`config.mk`:
```
export PLATFORM = sky130hd
export DESIGN_NAME = dual_adc_pressure_poll_sequencer
export DESIGN_NICKNAME = d
export VERILOG_FILES = /design/src/design/dapps_pkg.sv /design/src/design/dapps_seq.sv /design/src/design/dapps_scale.sv /design/src/design/dual_adc_pressure_poll_sequencer.sv
export SDC_FILE = /design/constraint.sdc
export NUM_CORES = 1
export LEC_CHECK = 0
export BUFFER_PORTS_ARGS = -buffer_cell sky130_fd_sc_hd__clkbuf_2
export CORE_MARGIN = 5
export CORE_UTILIZATION = 27
export DETAILED_ROUTE_END_ITERATION = 8
export PLACE_DENSITY = 0.52
export SLEW_MARGIN = 15
export SYNTH_ARGS = -nofsm -noshare
export SYNTH_HDL_FRONTEND = slang
export SYNTH_SLANG_ARGS = --single-unit
```
`constraint.sdc`:
```
create_clock -name aclk -period 18.56 [get_ports aclk]
set_clock_uncertainty 0.05 [all_clocks]
set_input_delay 1.856 -clock aclk [delete_from_list [all_inputs] [get_ports aclk]]
set_output_delay 1.856 -clock aclk [all_outputs]
set_load 0.005 [all_outputs]
```
`src/design/dapps_pkg.sv`:
```
// shared types and constants for the dual adc pressure poll sequencer
package dapps_pkg;

    localparam int GAIN_FRACTION_BITS = 12;
    localparam int BYTE_W = 8;
    localparam int SAMPLE_W = 2 * BYTE_W;
    localparam int GAIN_W = 16;
    localparam int MEAS_W = 20;
    localparam int TIME_W = 32;
    localparam int CFG_IDX_W = 2;
    localparam int CFG_DATA_W = 16;
    localparam int LEN_W = 2;

    localparam logic [BYTE_W-1:0] ABS_ADDR = 8'h90;
    localparam logic [BYTE_W-1:0] DIFF_ADDR = 8'h92;
    localparam logic [BYTE_W-1:0] GCALL_ADDR = 8'h00;
    localparam logic [BYTE_W-1:0] GCALL_RESET = 8'h06;
    localparam logic [BYTE_W-1:0] REG_CONFIG = 8'h01;
    localparam logic [BYTE_W-1:0] REG_CONVERSION = 8'h00;
    localparam logic [BYTE_W-1:0] CONFIG_LOW = 8'h83;
    localparam logic [BYTE_W-1:0] DIFF_CONFIG_HIGH = 8'h84;
    localparam logic [BYTE_W-1:0] ABS_CONFIG_HIGH_RESET = 8'h86;
    localparam logic [GAIN_W-1:0] GAIN_UNITY = 16'd4096;

    localparam logic [CFG_IDX_W-1:0] CFG_ABS_CONFIG_HIGH = 2'd0;
    localparam logic [CFG_IDX_W-1:0] CFG_ABS_GAIN = 2'd1;
    localparam logic [CFG_IDX_W-1:0] CFG_DIFF_GAIN = 2'd2;

    localparam logic CMD_TICK = 1'b0;
    localparam logic CMD_DONE = 1'b1;

    typedef enum logic [1:0] {
        KIND_XFER = 2'd0,
        KIND_ABS  = 2'd1,
        KIND_DIFF = 2'd2
    } kind_t;

    typedef enum logic [1:0] {
        XFER_WRITE      = 2'd0,
        XFER_READ       = 2'd1,
        XFER_WRITE_READ = 2'd2
    } xfer_t;

    typedef struct packed {
        logic valid;
        logic command;
        logic bus_idle;
        logic transfer_ok;
    } seq_in_t;

    typedef struct packed {
        logic              emit;
        kind_t             kind;
        xfer_t             xfer_type;
        logic [BYTE_W-1:0] slave_address;
        logic [LEN_W-1:0]  write_length;
        logic [LEN_W-1:0]  read_length;
        logic [BYTE_W-1:0] write_byte0;
        logic [BYTE_W-1:0] write_byte1;
        logic [BYTE_W-1:0] write_byte2;
        logic              running;
    } seq_out_t;

endpackage

```
`src/design/dapps_seq.sv`:
```
// phase sequencer: transaction descriptors and completion handling
module dapps_seq
    import dapps_pkg::*;
(
    input  logic              aclk,
    input  logic              aresetn,
    input  seq_in_t           seq_in,
    input  logic              fire,
    input  logic [BYTE_W-1:0] abs_config_high,
    output seq_out_t          seq_out
);

    typedef enum logic [10:0] {
        PH_UNINIT       = 11'b000_0000_0001,
        PH_RESET_SENT   = 11'b000_0000_0010,
        PH_ABS_CFG      = 11'b000_0000_0100,
        PH_ABS_PTR      = 11'b000_0000_1000,
        PH_DIFF_CFG     = 11'b000_0001_0000,
        PH_DIFF_PTR     = 11'b000_0010_0000,
        PH_IDLE         = 11'b000_0100_0000,
        PH_READING_ABS  = 11'b000_1000_0000,
        PH_READ_ABS     = 11'b001_0000_0000,
        PH_READING_DIFF = 11'b010_0000_0000,
        PH_READ_DIFF    = 11'b100_0000_0000
    } phase_t;

    phase_t phase_reg, phase_next;
    logic   running_reg, running_next;
    seq_out_t res;

    always_comb begin
        phase_next = phase_reg;
        running_next = running_reg;
        res = '0;
        res.kind = KIND_XFER;
        res.xfer_type = XFER_WRITE;
        if (seq_in.valid) begin
            if (seq_in.command == CMD_TICK) begin
                if (seq_in.bus_idle) begin
                    case (phase_reg)
                        PH_UNINIT: begin
                            res.emit = 1'b1;
                            res.slave_address = GCALL_ADDR;
                            res.write_length = 2'd1;
                            res.write_byte0 = GCALL_RESET;
                            phase_next = PH_RESET_SENT;
                        end
                        PH_RESET_SENT: begin
                            res.emit = 1'b1;
                            res.slave_address = ABS_ADDR;
                            res.write_length = 2'd3;
                            res.write_byte0 = REG_CONFIG;
                            res.write_byte1 = abs_config_high;
                            res.write_byte2 = CONFIG_LOW;
                            phase_next = PH_ABS_CFG;
                        end
                        PH_ABS_CFG: begin
                            res.emit = 1'b1;
                            res.slave_address = ABS_ADDR;
                            res.write_length = 2'd1;
                            res.write_byte0 = REG_CONVERSION;
                            phase_next = PH_ABS_PTR;
                        end
                        PH_ABS_PTR: begin
                            res.emit = 1'b1;
                            res.slave_address = DIFF_ADDR;
                            res.write_length = 2'd3;
                            res.write_byte0 = REG_CONFIG;
                            res.write_byte1 = DIFF_CONFIG_HIGH;
                            res.write_byte2 = CONFIG_LOW;
                            phase_next = PH_DIFF_CFG;
                        end
                        PH_DIFF_CFG: begin
                            res.emit = 1'b1;
                            res.slave_address = DIFF_ADDR;
                            res.write_length = 2'd1;
                            res.write_byte0 = REG_CONVERSION;
                            phase_next = PH_DIFF_PTR;
                        end
                        PH_DIFF_PTR, PH_READ_DIFF: begin
                            res.emit = 1'b1;
                            res.xfer_type = XFER_READ;
                            res.slave_address = ABS_ADDR;
                            res.read_length = 2'd2;
                            running_next = 1'b1;
                            phase_next = PH_READING_ABS;
                        end
                        PH_READ_ABS: begin
                            res.emit = 1'b1;
                            res.xfer_type = XFER_READ;
                            res.slave_address = DIFF_ADDR;
                            res.read_length = 2'd2;
                            phase_next = PH_READING_DIFF;
                        end
                        default: begin
                            phase_next = phase_reg;
                        end
                    endcase
                end
            end else begin
                case (phase_reg)
                    PH_READING_ABS: begin
                        res.emit = seq_in.transfer_ok;
                        res.kind = KIND_ABS;
                        phase_next = PH_READ_ABS;
                    end
                    PH_READING_DIFF: begin
                        res.emit = seq_in.transfer_ok;
                        res.kind = KIND_DIFF;
                        phase_next = PH_READ_DIFF;
                    end
                    default: begin
                        phase_next = phase_reg;
                    end
                endcase
            end
        end
        res.running = running_next;
    end

    always_ff @(posedge aclk) begin
        if (!aresetn) begin
            phase_reg <= PH_UNINIT;
            running_reg <= 1'b0;
        end else if (fire) begin
            phase_reg <= phase_next;
            running_reg <= running_next;
        end
    end

    assign seq_out = res;

    // running flag never drops once set
    assert property (@(posedge aclk) disable iff (!aresetn)
        running_reg |=> running_reg)
        else $error("running flag cleared");

    // a measurement only comes out of a read in flight
    assert property (@(posedge aclk) disable iff (!aresetn)
        (fire && res.emit && res.kind != KIND_XFER) |->
        (phase_reg == PH_READING_ABS || phase_reg == PH_READING_DIFF))
        else $error("measurement without outstanding read");

    // no read is issued before the setup sequence has run
    assert property (@(posedge aclk) disable iff (!aresetn)
        (fire && res.emit && res.xfer_type == XFER_READ) |-> res.running)
        else $error("read issued while not running");

    // the phase moves only when a word is consumed
    assert property (@(posedge aclk) disable iff (!aresetn)
        !fire |=> $stable(phase_reg))
        else $error("phase changed without a word");

endmodule

```
`src/design/dapps_scale.sv`:
```
// sample scaling: signed big-endian sample times unsigned q4.12 gain
module dapps_scale
    import dapps_pkg::*;
(
    input  logic [BYTE_W-1:0]        data_high,
    input  logic [BYTE_W-1:0]        data_low,
    input  logic [GAIN_W-1:0]        gain,
    output logic signed [MEAS_W-1:0] measurement
);

    localparam int PROD_W = SAMPLE_W + GAIN_W + 2;
    localparam logic signed [PROD_W-1:0] MEAS_MAX = PROD_W'((64'sd1 <<< (MEAS_W - 1)) - 1);
    localparam logic signed [PROD_W-1:0] MEAS_MIN = -(PROD_W'(64'sd1 <<< (MEAS_W - 1)));

    logic signed [SAMPLE_W:0] raw;
    logic signed [GAIN_W:0]   gain_s;
    logic signed [PROD_W-1:0] prod;
    logic signed [PROD_W-1:0] shifted;

    always_comb begin
        raw = {data_high[BYTE_W-1], data_high, data_low};
        gain_s = {1'b0, gain};
        prod = PROD_W'(raw) * PROD_W'(gain_s);
        shifted = prod >>> GAIN_FRACTION_BITS;
        if (shifted > MEAS_MAX) begin
            measurement = MEAS_MAX[MEAS_W-1:0];
        end else if (shifted < MEAS_MIN) begin
            measurement = MEAS_MIN[MEAS_W-1:0];
        end else begin
            measurement = shifted[MEAS_W-1:0];
        end
    end

endmodule

```
`src/design/dual_adc_pressure_poll_sequencer.sv`:
```
// top level of the dual adc pressure poll sequencer
//
// input words arrive on the s_ channel: a periodic tick (command 0, with
// bus_idle) or a bus transfer completion (command 1, with transfer_ok, the
// two received bytes and the current time). result words leave on the m_
// channel: either a transaction descriptor for the i2c master or a scaled
// absolute or differential pressure measurement.
// a word passes an input register, the phase logic and one 17x17 multiply,
// then lands in the output register. one word is taken every cycle while
// the output register drains; the phase and running registers are the only
// state carried from word to word and they update as a word leaves the
// input register. words that cause no result are consumed silently.
// when m_ready is low the output register holds its word and the input
// register holds one more; s_ready drops only when both are full.
// reset (aresetn low, synchronous) empties both registers, returns the phase
// to the general-call step, clears running and restores the config
// registers. cfg_we writes one register per cycle, with no wait.
module dual_adc_pressure_poll_sequencer
    import dapps_pkg::*;
(
    input  logic                     aclk,
    input  logic                     aresetn,
    input  logic                     cfg_we,
    input  logic [CFG_IDX_W-1:0]     cfg_index,
    input  logic [CFG_DATA_W-1:0]    cfg_wdata,
    input  logic                     s_valid,
    output logic                     s_ready,
    input  logic                     s_command,
    input  logic                     s_bus_idle,
    input  logic                     s_transfer_ok,
    input  logic [BYTE_W-1:0]        s_data_high,
    input  logic [BYTE_W-1:0]        s_data_low,
    input  logic [TIME_W-1:0]        s_time_us,
    output logic                     m_valid,
    input  logic                     m_ready,
    output logic [1:0]               m_out_kind,
    output logic [1:0]               m_xfer_type,
    output logic [BYTE_W-1:0]        m_slave_address,
    output logic [LEN_W-1:0]         m_write_length,
    output logic [LEN_W-1:0]         m_read_length,
    output logic [BYTE_W-1:0]        m_write_byte0,
    output logic [BYTE_W-1:0]        m_write_byte1,
    output logic [BYTE_W-1:0]        m_write_byte2,
    output logic signed [MEAS_W-1:0] m_measurement,
    output logic [TIME_W-1:0]        m_timestamp_us,
    output logic                     m_running
);

    logic [BYTE_W-1:0] abs_config_high_reg;
    logic [GAIN_W-1:0] abs_gain_reg;
    logic [GAIN_W-1:0] diff_gain_reg;

    logic              in_valid_reg;
    logic              command_reg;
    logic              bus_idle_reg;
    logic              transfer_ok_reg;
    logic [BYTE_W-1:0] data_high_reg;
    logic [BYTE_W-1:0] data_low_reg;
    logic [TIME_W-1:0] time_us_reg;

    logic                     out_valid_reg;
    seq_out_t                 out_desc_reg;
    logic signed [MEAS_W-1:0] out_meas_reg;
    logic [TIME_W-1:0]        out_time_reg;

    logic                     fire;
    seq_in_t                  seq_in;
    seq_out_t                 seq_out;
    logic [GAIN_W-1:0]        gain_sel;
    logic signed [MEAS_W-1:0] scaled;

    // config registers
    always_ff @(posedge aclk) begin
        if (!aresetn) begin
            abs_config_high_reg <= ABS_CONFIG_HIGH_RESET;
            abs_gain_reg <= GAIN_UNITY;
            diff_gain_reg <= GAIN_UNITY;
        end else if (cfg_we) begin
            case (cfg_index)
                CFG_ABS_CONFIG_HIGH: abs_config_high_reg <= cfg_wdata[BYTE_W-1:0];
                CFG_ABS_GAIN:        abs_gain_reg <= cfg_wdata[GAIN_W-1:0];
                CFG_DIFF_GAIN:       diff_gain_reg <= cfg_wdata[GAIN_W-1:0];
                default: begin
                end
            endcase
        end
    end

    assign fire = in_valid_reg && (!out_valid_reg || m_ready);
    assign s_ready = !in_valid_reg || fire;

    // input register
    always_ff @(posedge aclk) begin
        if (!aresetn) begin
            in_valid_reg <= 1'b0;
        end else if (s_ready) begin
            in_valid_reg <= s_valid;
        end
    end

    always_ff @(posedge aclk) begin
        if (s_valid && s_ready) begin
            command_reg <= s_command;
            bus_idle_reg <= s_bus_idle;
            transfer_ok_reg <= s_transfer_ok;
            data_high_reg <= s_data_high;
            data_low_reg <= s_data_low;
            time_us_reg <= s_time_us;
        end
    end

    always_comb begin
        seq_in.valid = in_valid_reg;
        seq_in.command = command_reg;
        seq_in.bus_idle = bus_idle_reg;
        seq_in.transfer_ok = transfer_ok_reg;
    end

    dapps_seq u_seq (
        .aclk            (aclk),
        .aresetn         (aresetn),
        .seq_in          (seq_in),
        .fire            (fire),
        .abs_config_high (abs_config_high_reg),
        .seq_out         (seq_out)
    );

    assign gain_sel = (seq_out.kind == KIND_ABS) ? abs_gain_reg : diff_gain_reg;

    dapps_scale u_scale (
        .data_high   (data_high_reg),
        .data_low    (data_low_reg),
        .gain        (gain_sel),
        .measurement (scaled)
    );

    // output register
    always_ff @(posedge aclk) begin
        if (!aresetn) begin
            out_valid_reg <= 1'b0;
        end else if (fire) begin
            out_valid_reg <= seq_out.emit;
        end else if (m_ready) begin
            out_valid_reg <= 1'b0;
        end
    end

    always_ff @(posedge aclk) begin
        if (fire && seq_out.emit) begin
            out_desc_reg <= seq_out;
            out_meas_reg <= (seq_out.kind == KIND_XFER) ? '0 : scaled;
            out_time_reg <= (seq_out.kind == KIND_ABS) ? time_us_reg : '0;
        end
    end

    assign m_valid = out_valid_reg;
    assign m_out_kind = out_desc_reg.kind;
    assign m_xfer_type = out_desc_reg.xfer_type;
    assign m_slave_address = out_desc_reg.slave_address;
    assign m_write_length = out_desc_reg.write_length;
    assign m_read_length = out_desc_reg.read_length;
    assign m_write_byte0 = out_desc_reg.write_byte0;
    assign m_write_byte1 = out_desc_reg.write_byte1;
    assign m_write_byte2 = out_desc_reg.write_byte2;
    assign m_measurement = out_meas_reg;
    assign m_timestamp_us = out_time_reg;
    assign m_running = out_desc_reg.running;

endmodule

```
# Word level (Yosys, flattened, before mapping)
# Cells that the tools add are included.
[totals] reg_bits=198 latchBits=0 ram_bits=0 mem_bits_ro=0 inputBits=74 out_inout_bits=95 wordCells=96 n_memories=0
[op_classes] add_sub_neg=0 mul=1 n_div=0 n_lt_le_gt_ge=2 n_eq_ne=14 n_shift=0 mux=27 bitwise=2 n_reduce_logical=25
[ops] operator="case mux 11 bit (7 select lines)" count=1
[ops] operator="2-to-1 mux 38 bit" count=2
[ops] operator="2-to-1 mux 41 bit" count=1
[ops] operator="multiplier 16 x 17 -> 33 bit" count=1
[ops] operator="case mux 16 bit (2 select lines)" count=1
[ops] operator="2-to-1 mux 11 bit" count=2
[ops] operator="case mux 11 bit (2 select lines)" count=1
[ops] operator="greater-than comparator 21 x 20 -> 1 bit, second input constant" count=1
[ops] operator="less-than comparator 21 x 20 -> 1 bit, second input constant" count=1
[ops] operator="2-to-1 mux 20 bit" count=1
[ops] operator="2-to-1 mux 19 bit" count=1
[ops] operator="2-to-1 mux 16 bit" count=1
[ops] operator="case mux 8 bit (2 select lines)" count=1
[ops] operator="case mux 3 bit (2 select lines)" count=2
[ops] operator="OR reduction 3 bit" count=4
[ops] operator="equality test 11 x 1 -> 1 bit, second input constant" count=1
[ops] operator="equality test 11 x 10 -> 1 bit, second input constant" count=1
[ops] operator="equality test 11 bit, second input constant" count=1
[ops] operator="equality test 11 x 2 -> 1 bit, second input constant" count=1
[ops] operator="equality test 11 x 3 -> 1 bit, second input constant" count=1
[ops] operator="equality test 11 x 4 -> 1 bit, second input constant" count=1
[ops] operator="equality test 11 x 5 -> 1 bit, second input constant" count=1
[ops] operator="equality test 11 x 6 -> 1 bit, second input constant" count=1
[ops] operator="equality test 11 x 8 -> 1 bit, second input constant" count=1
[ops] operator="other kinds (19)" count=41

# Logic depth before layout (Yosys ltp)
[depth] depth_word=12 depth_mapped=30 depth_no_buf=24

# Cells and area by module
# A second synthesis with hierarchy kept.
[hier_totals] cells_unflattened=1559 area_unflattened_um2=16612.2
[by_module_without_submodules] mod="dapps_scale" n_inst=1 cells_each=1022 area_each_um2=8962.3 seq_area_each_um2=0.0
[by_module_without_submodules] mod="dual_adc_pressure_poll_sequencer" n_inst=1 cells_each=385 area_each_um2=6507.5 seq_area_each_um2=5165.0
[by_module_without_submodules] mod="dapps_seq" n_inst=1 cells_each=152 area_each_um2=1142.3 seq_area_each_um2=220.2

# Least setup slack after synthesis
# Ideal clock, no wire load.
[synth_timing] path_kind="reg-to-reg" from="reg u_seq.phase_reg[0]" to="reg out_meas_reg[17] (netlist: m_measurement[17]) (data pin)" setup_time_ns=0.188 arrival_ns=7.461 t_required_ns=18.322 path_slack_ns=10.861 path_stages_with_launch=29 n_path_buf=5 synth_period_minus_slack_ns=7.699 path_cell_list="dfxtp_1 > or4_4 > nor4bb_1 > buf_4 > buf_2 > mux2_2 > clkbuf_1 > and2_1 > fa_1 > inv_1 > fa_1 > fa_1 > inv_1 > fa_1 > fa_1 > inv_1 > fa_1 > inv_1 > ha_1 > clkbuf_1 > nand4_1 > nor4_1 > nand3_1 > a211o_1 > o211ai_2 > xnor2_1 > nand3_2 > buf_4 > o41ai_1"
[synth_between] elab_chain_cells=10 elab_cells_between_ends=13 classes_between="mul: 1; order compare: 2; eq/ne: 3; mux: 6; reduce/logical: 1"
[synth_lines] element="start: declaration" line_no="dapps_seq.sv:27" text="phase_t phase_reg, phase_next;"
[synth_lines] element="start signal: assignment" line_no="dapps_seq.sv:126" text="phase_reg <= phase_next;"
[synth_lines] element="equality test 11 x 10 -> 1 bit / equality test 11 x 8 -> 1 bit (equally long branches)" line_no="dapps_seq.sv:101" text="case (phase_reg)"
[synth_lines] element="case mux 3 bit (2 select lines) (*)" line_no="dapps_seq.sv:101"
[synth_lines] element="2-to-1 mux 2 bit (*)" line_no="dapps_seq.sv:38" text="if (seq_in.command == CMD_TICK) begin"
[synth_lines] element="2-to-1 mux 41 bit (*)" line_no="dapps_seq.sv:37" text="if (seq_in.valid) begin"
[synth_lines] element="equality test 2 x 1 -> 1 bit" line_no="dual_adc_pressure_poll_sequencer.sv:128" text="assign gain_sel = (seq_out.kind == KIND_ABS) ? abs_gain_reg : diff_gain_reg;"
[synth_lines] element="2-to-1 mux 16 bit" line_no="dual_adc_pressure_poll_sequencer.sv:128"
[synth_lines] element="multiplier 16 x 17 -> 33 bit" line_no="dapps_scale.sv:23" text="prod = PROD_W'(raw) * PROD_W'(gain_s);"
[synth_lines] element="less-than comparator 21 x 20 -> 1 bit" line_no="dapps_scale.sv:27" text="end else if (shifted < MEAS_MIN) begin"
[synth_lines] element="2-to-1 mux 20 bit" line_no="dapps_scale.sv:27"
[synth_lines] element="2-to-1 mux 19 bit" line_no="dapps_scale.sv:25" text="if (shifted > MEAS_MAX) begin"
[synth_lines] element="end signal: assignment" line_no="dual_adc_pressure_poll_sequencer.sv:151" text="out_meas_reg <= (seq_out.kind == KIND_XFER) ? '0 : scaled;"
[synth_lines] element="end: declaration" line_no="dual_adc_pressure_poll_sequencer.sv:63" text="logic signed [MEAS_W-1:0] out_meas_reg;"
# Mark *: on every way between the ends. The rest lies on a longest branch, timed or not.
# A chain may end at the register's enable or synchronous reset.

# Worst setup path after layout
[layout_timing] from="reg u_seq.phase_reg[1]" to="reg out_meas_reg[17] (netlist: m_measurement[17]) (data pin)"
# The elaborated chain is that of the path after synthesis.

==> metrics <==
Worst-path clk slew=0.07 ns; vias in the first global route=11642; XOR/XNOR share of the synthesized area=1.655%; clk sinks=173; post_cts resized=0; fin nets=2070; Setup violations, final=0; met1 usage=17.42%; Area growth, synth to finish=12.38%; P_leak=8.072 nW; slowest cell on the critical path=mux2_2; Hold-fix buffers, CTS=0; Setup crit start kind=register; WP data arrival=8.90 ns; Die W=251.9 um; crit share post-route=46.84%; multiplexer area fraction after synthesis=1.955%; Placement Rows=88; initial antenna violation count=1; worst path required time=18.76 ns; WHS Endpoint=abs_config_high_reg[1]; largest fanout on the critical path=53; wire length per cell=16.26 um; synth top area cells=fa_1 24%, edfxtp_1 23%, ha_1 9.4%; IO Count=169; Slew Limit Fails=0; Post-CTS Setup Inserts=0; ys flop type=edfxtp_1; Power Dens Cells=70.36 nW/um^2; largest net degree at the start of global routing=54; fraction of registers with async set/reset=0%; cells after synthesis=1589; CTS tree=built; Detailed Place HPWL=31600 um; maxcap violations=0; Via density=4.536; R2R Path End=m_measurement[17]; Root Driver=clkbuf_16; Clock H-tree levels=4; Setup TNS=0 ns; Post-synth EDFFs=120; via count=11172; sequential share of the synthesized area=29.51%; worst path cell trace=or4_4 -> nor4bb_4 -> buf_4 -> mux2_2 -> and2_1 -> fa_1 -> inv_1 -> fa_1 -> fa_1 -> inv_1 -> fa_1 -> fa_1 -> inv_1 -> fa_1 -> inv_1 -> ha_1 -> a21oi_1 -> nor3_1 -> nor4_1 -> o31a_1 -> o211ai_2 -> xnor2_1 -> o21ai_4 -> o41ai_1; Seq cells post-synth=173; Clk Latency, worst-skew pair=0.46 ns; met2 Use GR=20.44%; Final Instance Area=17760 um^2; synthesized cell area=15810 um^2; area share of the largest cell type after synthesis=24.45%; Worst path most repeated cell=fa_1; crit path launch=u_seq.phase_reg[1]; grt met3 use=2.855%; Adder-Cell Fraction of Synth Area=33.87%; Synth cell types=65; Place WS=9.837 ns; RSZ-0062 raised after global routing=false; most common cell in the synthesized netlist=inv_1; DRT antenna net count=0; Syn Area/Cell=9.947 um^2; FF-to-FF setup slack=9.87 ns; Filler cells=6048; # DRC=0; Die Height=251.9 um; layout cells sized above 1=13.55%; multi-input logic area=9816 um^2; pin slew with the least headroom to its limit=1.004 ns; Hold WS=0.4184 ns; Placed Area=17170 um^2; synth warn=0; worst reg-to-reg path cell count=24; Max Root-Sink Buffers=2; largest family of logic cells by synthesized area=adder cells; Die ar.=63480 um^2; GRT Max-Usage Layer=met2; Hold Path Origin=abs_config_high_reg[1]; count of final hold-check violations=0; worst vdd ir=67.20 uV; min Tclk post-route=8.693 ns; sequential cell area=4664 um^2; WP buf/inv=5; outcome=finished clean; drt pass-1 iters=4; Max Freq=0.1150 GHz; Slew HR=32.89%; Post-synth top cells=252 x inv_1, 228 x nand2_1, 193 x fa_1; final worst slack=9.867 ns; Initial Utilization=27.34%; compound-cell area share of the yosys netlist=7.513%; cell taking the most area after synthesis=fa_1; Num CTS Buffers=17; Final Util=30.73%; DRT iter0 DRCs=671; Total GRT Usage=12.69%; WL final=40050 um; simple-gate area share of the yosys netlist=16.52%; hold path cells=2; Port-buffer cells=151; total grt overflow=0; first-pass GRT wire length=64230 um; placer congestion estimate=0.8815; Worst path max stage delay=0.61 ns; Crit Path Class=reg -> reg; Core Box Area=57810 um^2; crit-path leading delay family=adder cells; Worst Setup End Kind=register; worst r2r src=u_seq.phase_reg[1]; hold crit path type=reg -> reg
-- layout make-up --
class                   instances  area share, %
inverters                     252          5.325
repair buffers                156          4.466
well taps                     765          5.389
flip-flops and latches        173          26.26
multi-input cells            1084          55.26
clock inverters                14         0.8664
diodes                          1        0.01409
clock buffers                  18          2.416
-- cells in the final DEF (no fill, tap or decap), types with 15 or more instances in the layout --
master / Yosys / final
a21boi_0: 37 / 37
a21oi_1: 39 / 39
and2_1: 136 / 135
clkbuf_16: 0 / 17
clkbuf_2: 1 / 151
conb_1: 1 / 17
dfxtp_1: 53 / 53
edfxtp_1: 120 / 120
fa_1: 193 / 193
ha_1: 119 / 119
inv_1: 252 / 252
mux2_2: 15 / 15
nand2_1: 228 / 228
nand3_1: 19 / 19
nor2_1: 37 / 36
nor2b_1: 23 / 23
o21ai_0: 28 / 28
xnor2_1: 17 / 17
-- how the worst max path moves through the flow --
stage               slack (ns)                 to  depth (start not counted)
floorplan                10.86  m_measurement[17]                         28
global placement         10.01   m_measurement[1]                         24
detailed placement        9.84  m_measurement[17]                         24
CTS                       9.85  m_measurement[17]                         24
global route              9.31   m_measurement[6]                         24
finish                    9.87  m_measurement[17]                         24
-- worst min-delay path: stages (launching register included) --
cell     delay [ns]
dfxtp_1        0.32
mux2i_1        0.06
nand2_1        0.06
-- layer usage --
layer | routed length, um | part of all wire (%)
met1 | 18490 | 46
met5 | 0 | 0
met4 | 674 | 1.7
met3 | 2296 | 5.7
met2 | 18590 | 46
-- logic make-up after synthesis --
group,after synthesis
XOR/XNOR,29
other,1
adder cells (fa/ha/maj),312
flip-flops,173
AO/OA/AOI/OAI,174
buffers and inverters,348
multiplexers,29
AND/OR/NAND/NOR,523
-- report_power, final --
group | switching, mW | total, mW | internal [mW]
clock | 0.182 | 0.361 | 0.180
combinational | 0.279 | 0.451 | 0.172
sequential | 0.0150 | 0.438 | 0.423
total | 0.476 | 1.25 | 0.774
-- stage by stage --
step           std cells  power (mW)
2_1_floorplan       1605      0.7737
3_3_place_gp        2430      0.9031
3_5_place_dp        2430      0.9007
4_1_cts             2462       1.270
5_1_grt             2462       1.344
6_report            2463       1.250
No activity file was read; power rests on OpenSTA's default activity.
